$ cat src/rtl/tcsa_pkg.sv
// ----------------------------------------------------------------------------
// tcsa_pkg
// Shared types and constants of the two-class service arbiter.
// ----------------------------------------------------------------------------
`default_nettype none

package tcsa_pkg;

   localparam int TIME_BITS_DEFAULT = 16;

   // field widths fixed by the interface
   localparam int ARRIVAL_BITS = 16;
   localparam int SERVICE_BITS = 8;
   localparam int RUN_BITS     = 8;
   localparam int COUNT_BITS   = 16;
   localparam int WAIT_BITS    = 17;
   localparam int SUM_BITS     = 32;
   localparam int LIMIT_BITS   = 16;
   localparam int NOW_BITS     = 16;

   localparam int REQ_DATA_BITS = 56;
   localparam int RSP_DATA_BITS = 136;
   localparam int CSR_ADDR_BITS = 2;
   localparam int CSR_DATA_BITS = 16;

   typedef enum logic [1:0] {
      MODE_ALTERNATE     = 2'd0,
      MODE_PRIORITY_1ST  = 2'd1,
      MODE_REGULAR_1ST   = 2'd2,
      MODE_RATIO         = 2'd3
   } mode_type;

   typedef enum logic [1:0] {
      GRANT_NONE     = 2'd0,
      GRANT_REGULAR  = 2'd1,
      GRANT_PRIORITY = 2'd2,
      GRANT_UNUSED   = 2'd3
   } grant_type;

   typedef enum logic [CSR_ADDR_BITS-1:0] {
      CSR_POLICY_MODE  = 2'd0,
      CSR_REGULAR_RUN  = 2'd1,
      CSR_PRIORITY_RUN = 2'd2,
      CSR_TIME_LIMIT   = 2'd3
   } csr_index_type;

   localparam logic [1:0]            POLICY_MODE_RESET  = 2'd0;
   localparam logic [RUN_BITS-1:0]   REGULAR_RUN_RESET  = 8'd3;
   localparam logic [RUN_BITS-1:0]   PRIORITY_RUN_RESET = 8'd1;
   localparam logic [LIMIT_BITS-1:0] TIME_LIMIT_RESET   = 16'd480;

endpackage

`default_nettype wire

$ cat src/rtl/two_class_service_arbiter.sv
// ----------------------------------------------------------------------------
// two_class_service_arbiter
// Single-server arbiter between a regular and a priority queue.
// ----------------------------------------------------------------------------
// Each request beat is one arbitration decision and yields exactly one
// response beat. A beat is captured in an input register, decided by one
// pass of logic against the time, run and statistics registers, and lands
// in the response register; a new beat is taken every cycle while the
// response side keeps up, so the rate is one decision per clock. The
// arbitration state moves on when a decision leaves the input register,
// so back-to-back beats see each other's updates.
// Configuration is written through the csr channel, which is always ready.
`default_nettype none

module two_class_service_arbiter
   import tcsa_pkg::*;
#(
   parameter int TIME_BITS = TIME_BITS_DEFAULT
) (
   input  wire logic                     clock,
   input  wire logic                     reset,
   // configuration
   input  wire logic                     csr_valid,
   output logic                          csr_ready,
   input  wire logic [CSR_ADDR_BITS-1:0] csr_index,
   input  wire logic [CSR_DATA_BITS-1:0] csr_data,
   // request: regular_pending, regular_arrival[16], regular_service[8],
   //          priority_pending, priority_arrival[16], priority_service[8], zero pad
   input  wire logic                     req_tvalid,
   output logic                          req_tready,
   input  wire logic [REQ_DATA_BITS-1:0] req_tdata,
   // response: grant[2], wait_time[17], time_now[16], done_res,
   //           regular_count[16], priority_count[16], regular_wait_sum[32],
   //           priority_wait_sum[32], zero pad
   output logic                          rsp_tvalid,
   input  wire logic                     rsp_tready,
   output logic [RSP_DATA_BITS-1:0]      rsp_tdata
);

   localparam int CW = (TIME_BITS > ARRIVAL_BITS) ? TIME_BITS : ARRIVAL_BITS;
   localparam int WB = CW + 1;
   localparam int SW = ((WB > SUM_BITS) ? WB : SUM_BITS) + 1;

   localparam logic signed [WB-1:0] WAIT_MAX = WB'(18'sd65535);
   localparam logic signed [WB-1:0] WAIT_MIN = WB'(-18'sd65535);
   localparam logic signed [SW-1:0] SUM_MAX  = SW'(33'sh0_7fff_ffff);
   localparam logic signed [SW-1:0] SUM_MIN  = SW'(-33'sh0_8000_0000);

   // configuration registers
   mode_type               mode_ff;
   logic [RUN_BITS-1:0]    reg_len_ff;
   logic [RUN_BITS-1:0]    pri_len_ff;
   logic [LIMIT_BITS-1:0]  limit_ff;

   assign csr_ready = 1'b1;

   always_ff @(posedge clock) begin
      if (reset) begin
         mode_ff    <= mode_type'(POLICY_MODE_RESET);
         reg_len_ff <= REGULAR_RUN_RESET;
         pri_len_ff <= PRIORITY_RUN_RESET;
         limit_ff   <= TIME_LIMIT_RESET;
      end else if (csr_valid) begin
         unique case (csr_index_type'(csr_index))
            CSR_POLICY_MODE:  mode_ff    <= mode_type'(csr_data[1:0]);
            CSR_REGULAR_RUN:  reg_len_ff <= csr_data[RUN_BITS-1:0];
            CSR_PRIORITY_RUN: pri_len_ff <= csr_data[RUN_BITS-1:0];
            CSR_TIME_LIMIT:   limit_ff   <= csr_data;
            default:          ;
         endcase
      end
   end

   // input register
   logic                    in_valid_ff;
   logic                    rp_ff, pp_ff;
   logic [ARRIVAL_BITS-1:0] ra_ff, pa_ff;
   logic [SERVICE_BITS-1:0] rs_ff, ps_ff;
   logic                    advance;

   assign advance    = in_valid_ff && (!rsp_tvalid || rsp_tready);
   assign req_tready = !in_valid_ff || advance;

   always_ff @(posedge clock) begin
      if (reset) begin
         in_valid_ff <= 1'b0;
      end else if (req_tready) begin
         in_valid_ff <= req_tvalid;
      end
   end

   always_ff @(posedge clock) begin
      if (req_tready && req_tvalid) begin
         rp_ff <= req_tdata[0];
         ra_ff <= req_tdata[16:1];
         rs_ff <= req_tdata[24:17];
         pp_ff <= req_tdata[25];
         pa_ff <= req_tdata[41:26];
         ps_ff <= req_tdata[49:42];
      end
   end

   // arbitration state
   logic [TIME_BITS-1:0]  time_ff,    time_in;
   logic                  prefer_ff,  prefer_in;
   logic                  phase_ff,   phase_in;   // ratio phase, high in priority run
   logic [RUN_BITS-1:0]   rcnt_ff,    rcnt_in;
   logic [RUN_BITS-1:0]   pcnt_ff,    pcnt_in;
   logic [COUNT_BITS-1:0] rserved_ff, rserved_in;
   logic [COUNT_BITS-1:0] pserved_ff, pserved_in;
   logic signed [SUM_BITS-1:0] rsum_ff, rsum_in;
   logic signed [SUM_BITS-1:0] psum_ff, psum_in;

   grant_type              grant;
   logic                   done;
   logic signed [WB-1:0]   wait_full;
   logic signed [WAIT_BITS-1:0] wait_out;

   always_comb begin
      logic [CW-1:0]           time_ext;
      logic [CW-1:0]           arrival_ext;
      logic                    idle_tick;
      logic [SERVICE_BITS-1:0] step;
      logic [TIME_BITS:0]      time_sum;
      logic [RUN_BITS-1:0]     cnt_next;
      logic signed [SW-1:0]    sum_old;
      logic signed [SW-1:0]    sum_new;
      logic signed [SUM_BITS-1:0] sum_sat;

      time_ext  = CW'(time_ff);
      grant     = GRANT_NONE;
      done      = 1'b0;
      idle_tick = 1'b0;
      cnt_next  = '0;
      prefer_in = prefer_ff;
      phase_in  = phase_ff;
      rcnt_in   = rcnt_ff;
      pcnt_in   = pcnt_ff;

      if ((time_ext >= CW'(limit_ff)) || (!rp_ff && !pp_ff)) begin
         done = 1'b1;
      end else begin
         unique case (mode_ff)
            MODE_ALTERNATE: begin
               if (prefer_ff) grant = pp_ff ? GRANT_PRIORITY : GRANT_REGULAR;
               else           grant = rp_ff ? GRANT_REGULAR  : GRANT_PRIORITY;
               prefer_in = !prefer_ff;
            end
            MODE_PRIORITY_1ST: grant = pp_ff ? GRANT_PRIORITY : GRANT_REGULAR;
            MODE_REGULAR_1ST:  grant = rp_ff ? GRANT_REGULAR  : GRANT_PRIORITY;
            MODE_RATIO: begin
               if (!phase_ff) begin
                  if (rp_ff) begin
                     grant    = GRANT_REGULAR;
                     cnt_next = rcnt_ff + 1'b1;
                     if (cnt_next >= reg_len_ff) begin
                        rcnt_in  = '0;
                        phase_in = 1'b1;
                     end else begin
                        rcnt_in = cnt_next;
                     end
                  end else begin
                     // empty regular run hands over to priority in the same decision
                     rcnt_in  = '0;
                     phase_in = 1'b1;
                  end
               end
               if (grant == GRANT_NONE && phase_in) begin
                  if (pp_ff) begin
                     grant    = GRANT_PRIORITY;
                     cnt_next = pcnt_ff + 1'b1;
                     if (cnt_next >= pri_len_ff) begin
                        pcnt_in  = '0;
                        phase_in = 1'b0;
                     end else begin
                        pcnt_in = cnt_next;
                     end
                  end else begin
                     pcnt_in   = '0;
                     phase_in  = 1'b0;
                     idle_tick = 1'b1;
                  end
               end
            end
            default: ;
         endcase
      end

      // wait and time advance
      arrival_ext = (grant == GRANT_PRIORITY) ? CW'(pa_ff) : CW'(ra_ff);
      wait_full   = $signed({1'b0, time_ext}) - $signed({1'b0, arrival_ext});
      unique case (grant)
         GRANT_REGULAR:  step = rs_ff;
         GRANT_PRIORITY: step = ps_ff;
         default:        step = SERVICE_BITS'(idle_tick);
      endcase
      time_sum = {1'b0, time_ff} + (TIME_BITS+1)'(step);
      time_in  = time_sum[TIME_BITS] ? '1 : time_sum[TIME_BITS-1:0];

      if (grant == GRANT_NONE) begin
         wait_out = '0;
      end else if (wait_full > WAIT_MAX) begin
         wait_out = WAIT_BITS'(WAIT_MAX);
      end else if (wait_full < WAIT_MIN) begin
         wait_out = WAIT_BITS'(WAIT_MIN);
      end else begin
         wait_out = WAIT_BITS'(wait_full);
      end

      // saturating wait sum for the granted class
      sum_old = (grant == GRANT_PRIORITY) ? SW'(psum_ff) : SW'(rsum_ff);
      sum_new = sum_old + SW'(wait_full);
      if (sum_new > SUM_MAX)      sum_sat = SUM_BITS'(SUM_MAX);
      else if (sum_new < SUM_MIN) sum_sat = SUM_BITS'(SUM_MIN);
      else                        sum_sat = SUM_BITS'(sum_new);

      rserved_in = rserved_ff;
      pserved_in = pserved_ff;
      rsum_in    = rsum_ff;
      psum_in    = psum_ff;
      if (grant == GRANT_REGULAR) begin
         if (rserved_ff != '1) rserved_in = rserved_ff + 1'b1;
         rsum_in = sum_sat;
      end else if (grant == GRANT_PRIORITY) begin
         if (pserved_ff != '1) pserved_in = pserved_ff + 1'b1;
         psum_in = sum_sat;
      end
   end

   always_ff @(posedge clock) begin
      if (reset) begin
         time_ff    <= '0;
         prefer_ff  <= 1'b1;
         phase_ff   <= 1'b0;
         rcnt_ff    <= '0;
         pcnt_ff    <= '0;
         rserved_ff <= '0;
         pserved_ff <= '0;
         rsum_ff    <= '0;
         psum_ff    <= '0;
      end else if (advance) begin
         time_ff    <= time_in;
         prefer_ff  <= prefer_in;
         phase_ff   <= phase_in;
         rcnt_ff    <= rcnt_in;
         pcnt_ff    <= pcnt_in;
         rserved_ff <= rserved_in;
         pserved_ff <= pserved_in;
         rsum_ff    <= rsum_in;
         psum_ff    <= psum_in;
      end
   end

   // response register
   logic [CW-1:0] now_ext;
   assign now_ext = CW'(time_in);

   always_ff @(posedge clock) begin
      if (reset) begin
         rsp_tvalid <= 1'b0;
      end else if (advance) begin
         rsp_tvalid <= 1'b1;
      end else if (rsp_tready) begin
         rsp_tvalid <= 1'b0;
      end
   end

   always_ff @(posedge clock) begin
      if (advance) begin
         rsp_tdata <= {4'd0, psum_in, rsum_in, pserved_in, rserved_in, done,
                       now_ext[NOW_BITS-1:0], wait_out, grant};
      end
   end

endmodule

`default_nettype wire
$ cat config.mk
export PLATFORM = sky130hd
export DESIGN_NAME = two_class_service_arbiter
export DESIGN_NICKNAME = d
export VERILOG_FILES = /design/src/rtl/tcsa_pkg.sv /design/src/rtl/two_class_service_arbiter.sv
export SDC_FILE = /design/constraint.sdc
export NUM_CORES = 1
export LEC_CHECK = 0
export CAP_MARGIN = 20
export CORE_MARGIN = 3
export CORE_UTILIZATION = 57
export CTS_BUF_LIST = sky130_fd_sc_hd__clkbuf_8
export DETAILED_ROUTE_END_ITERATION = 16
export DONT_BUFFER_PORTS = 1
export GPL_TIMING_DRIVEN = 1
export PLACE_DENSITY_LB_ADDON = 0.12
export SKIP_LAST_GASP = 1
export SLEW_MARGIN = 30
export SYNTH_ARGS = -nofsm -noshare
export SYNTH_HDL_FRONTEND = slang
export SYNTH_SLANG_ARGS = --single-unit
$ cat constraint.sdc
create_clock -name clock -period 11.21 [get_ports clock]
set_clock_uncertainty 0.2 [all_clocks]
set_input_delay 1.121 -clock clock [delete_from_list [all_inputs] [get_ports clock]]
set_output_delay 1.121 -clock clock [all_outputs]
set_load 0.05 [all_outputs]
==> impl_metrics.csv <==
group,metric,value,unit
run_status,outcome,"finished, final reports clean",
place,place_hpwl,30600,µm
logic_synthesis,synth_seq_cells,348,
timing,post-route-period-util,93.4,%
timing,finalSetupViolCount,0,
routing,drt_iter0_drc,951,
clocking,clock-sinks,348,
floorplanning,core_area,31100,µm²
routing,drc,0,
final_layout,area_growth,6.98,%
logic_synthesis,ys_async_sr_fraction,0,%
logic_synthesis,synth_cell_types,82,
timing,finalHoldViolCount,0,
timing,tns,0,ns
timing,relSlewSlack,32.5,%
clocking,clk_latency,0.61,ns
routing,wire_per_inst,18.9,µm
global_route,grt_max_degree,125,
min_path,hold_path_class,"reg2reg",
worst_setup_path,crit_type,"reg2reg",
global_route,grt_pass1_vias,13100,
worst_setup_path,path_common_cell,"a21o_1",
global_route,antenna_found_initial,1,
worst_setup_path,slowest_delay,0.63,ns
final_layout,drive_gt1_share,8.20,%
job,cap_violations,0,
timing,tightest_slew,1.01,ns
logic_synthesis,synth_ff_type,"edfxtp_1",
power_and_ir_drop,irDropWorstVdd,0.152,mV
worst_setup_path,start_kind,"register",
floorplanning,pin_count,218,
floorplanning,rows,64,
routing,dr_total_vias,13900,
clocking,cts-root-buf,"clkbuf_8",
floorplanning,die_w,185,µm
floorplanning,die_area,34200,µm²
floorplanning,die_h,185,µm
power_and_ir_drop,power_density,175,nW/µm²
timing,period_needed,10.47,ns
logic_synthesis,yosys_warnings,0,
final_layout,nets,2054,
worst_setup_path,slowest_stage,"a2111oi_1",
logic_synthesis,synthCells,1897,
timing,fmax,0.0955,GHz
logic_synthesis,ys_seq_area_share,48.1,%
routing,vias_per_cell,5.97,
global_route,grt_pass1_wl,69400,µm
clocking,tritoncts,"done",
final_layout,finish.utilization,62.9,%
logic_synthesis,netlist_area,18300,µm²
power_and_ir_drop,cellLeakagePower,0.00762,µW
global_route,grtUsageTotal,25.4,%
worst_setup_path,worstPathMaxFanout,29,
worst_setup_path,worst_ep_required_time,11.33,ns
clocking,cts_buffers,56,
place,port-buffer-count,0,
logic_synthesis,synth_edf_count,182,
worst_setup_path,worstSetupEndpointType,"register",
logic_synthesis,avgSynthCellArea,9.63,µm²
place,gp_congestion,0.890,
timing,rsz0062_at_grt,"false",
worst_setup_path,crit_arrival,10.58,ns
routing,drt_first_pass_iters,5,
floorplanning,initial_core_util,58.8,%
clocking,h-tree-depth,2,
global_route,grt.overflow.total,0,
clocking,clk_path_buf_depth,3,
routing,ant_nets,0,
clocking,postCtsSetupBuffers,0,
routing,drt-total-wl,43900,µm
timing,slew_viol_final,0,
clocking,clkSlewWorstSetupHoldPaths,0.06,ns
## sequential cells by signal, summed over array words and instances (netlist names), 2 cells and up
name        cells
ra_ff          16
reg_len_ff      8
rcnt_ff         8
ps_ff           8
time_ff        16
pri_len_ff      8
rsum_ff        32
rs_ff           8
mode_ff         2
limit_ff       16
psum_ff        32
pserved_ff     16
rsp_tdata     132
pcnt_ff         8
pa_ff          16
rserved_ff     16
## synth_stat cells (all sizes together) (14+ instances only)
| cell type | instances | area share [%] |
|---|---|---|
| xnor2 | 58 | 2.8 |
| xor2 | 42 | 2.0 |
| clkbuf | 66 | 1.4 |
| mux2i | 32 | 1.8 |
| edfxtp | 182 | 30 |
| buf | 24 | 0.82 |
| nand3 | 48 | 1.4 |
| or3 | 14 | 0.48 |
| nor2b | 28 | 0.96 |
| mux2 | 26 | 1.6 |
| a211oi | 38 | 1.6 |
| and3 | 20 | 0.68 |
| nand4 | 24 | 0.82 |
| a21oi | 135 | 3.8 |
| dfxtp | 166 | 18 |
| nand2 | 230 | 4.8 |
| o21ai | 140 | 3.8 |
| nor2 | 181 | 3.8 |
| a21o | 39 | 1.6 |
| ha | 93 | 6.4 |
| nor3 | 23 | 0.63 |
| inv | 95 | 2.0 |
## routing by layer
metal  global-route usage [%]  up-vias  part of all wire (%)
li1                         -     6767                     -
met3                     6.17       74                   8.0
met4                     8.97        0                   2.8
met2                     40.8      482                    46
met5                        0        -                     0
met1                     33.7     6552                    43
## report_power, final
group	total (µW)	internal [µW]	leakage [µW]	switching (µW)
logic	801	274	0.00392	527
registers	1620	1440	0.00308	173
clock network	1010	516	0.000615	494
total	3430	2230	0.00762	1190
## cell families (layout without fill, tap and decap cells)
group | after synthesis | in the layout | share of synthesized area, %
multiplexers | 58 | 58 | 3.38
other | 2 | 6 | 0.0411
flip-flops | 348 | 348 | 48.1
adder cells (fa/ha/maj) | 106 | 106 | 7.26
AND/OR/NAND/NOR | 623 | 623 | 15.5
buffers and inverters | 185 | 211 | 4.13
XOR/XNOR | 100 | 100 | 4.79
AO/OA/AOI/OAI | 475 | 475 | 16.8
## worst paths after layout
kind,start,cells past startpoint,slack [ns],endpoint
worst max-delay path,time_ff[0],41,0.74,rsp_tdata[97]
worst min-delay path,rsum_ff[22],2,0.25,rsum_ff[22]
worst max register to register,time_ff[0],41,0.74,rsp_tdata[97]
worst min register to register,rsum_ff[22],2,0.25,rsum_ff[22]
## critical path, delay by kind of cell (launching register included)
kind                       cells  cell delay, ns
AOI/OAI and AO/OA             24            5.38
buffers and inverters          6            1.30
DFF                            1            0.31
and+or+nand+nor                5            1.16
adders and majority gates      5            1.54
muxes                          1            0.24
## layout make-up
class / instances / area [µm²]
Timing Repair Buffer: 11 / 86.3
Tap cell: 396 / 495
Sequential cell: 348 / 8790
Multi-Input combinational cell: 1367 / 8780
Inverter: 95 / 362
Antenna cell: 1 / 2.50
Clock buffer: 60 / 826
Fill cell: 2615 / 11500
Clock inverter: 45 / 213
## through the flow
stage	hold slack, ns	cells	setup slack (ns)	total power (µW)	area [µm²]
global route	0.271	2323	0.0476	3600	19500
detailed placement	0.241	2217	0.498	2430	18500
global placement	0.235	2217	0.753	2410	18500
finish	0.252	2323	0.744	3430	19500
floorplan	0.225	1900	0.945	2260	18300
CTS	0.249	2322	0.435	3450	19500
## timing repair
action | in CTS | in global routing
hold buffers | 0 | 0
endpoints found under the hold margin | 0 | 0
gates resized for setup | 0 | 2
endpoints found under the setup margin | 0 | 104
## cells in the final DEF, fill, tap and decap left out, types with 9 or more instances in the layout
cell type,Yosys,layout
o21ai_0,123,123
xor2_1,42,42
o21a_1,12,12
a211oi_1,38,37
a21o_1,39,39
a21oi_1,128,128
nand3_1,46,46
xnor2_1,58,58
mux2i_1,31,31
or2_2,10,10
dfxtp_1,166,166
and3_1,20,20
o21ai_1,17,17
nand4_1,24,24
clkbuf_8,0,60
buf_4,6,10
clkinv_1,0,13
nor3_1,23,23
nand2_1,227,227
inv_1,95,116
mux2_2,26,26
edfxtp_1,182,182
nand2b_1,10,9
ha_1,93,91
o211ai_1,12,12
or3_1,14,14
and2_1,12,11
nor2b_1,28,28
nor2_1,178,175
Note: power is estimated with default switching activity, not from simulation.
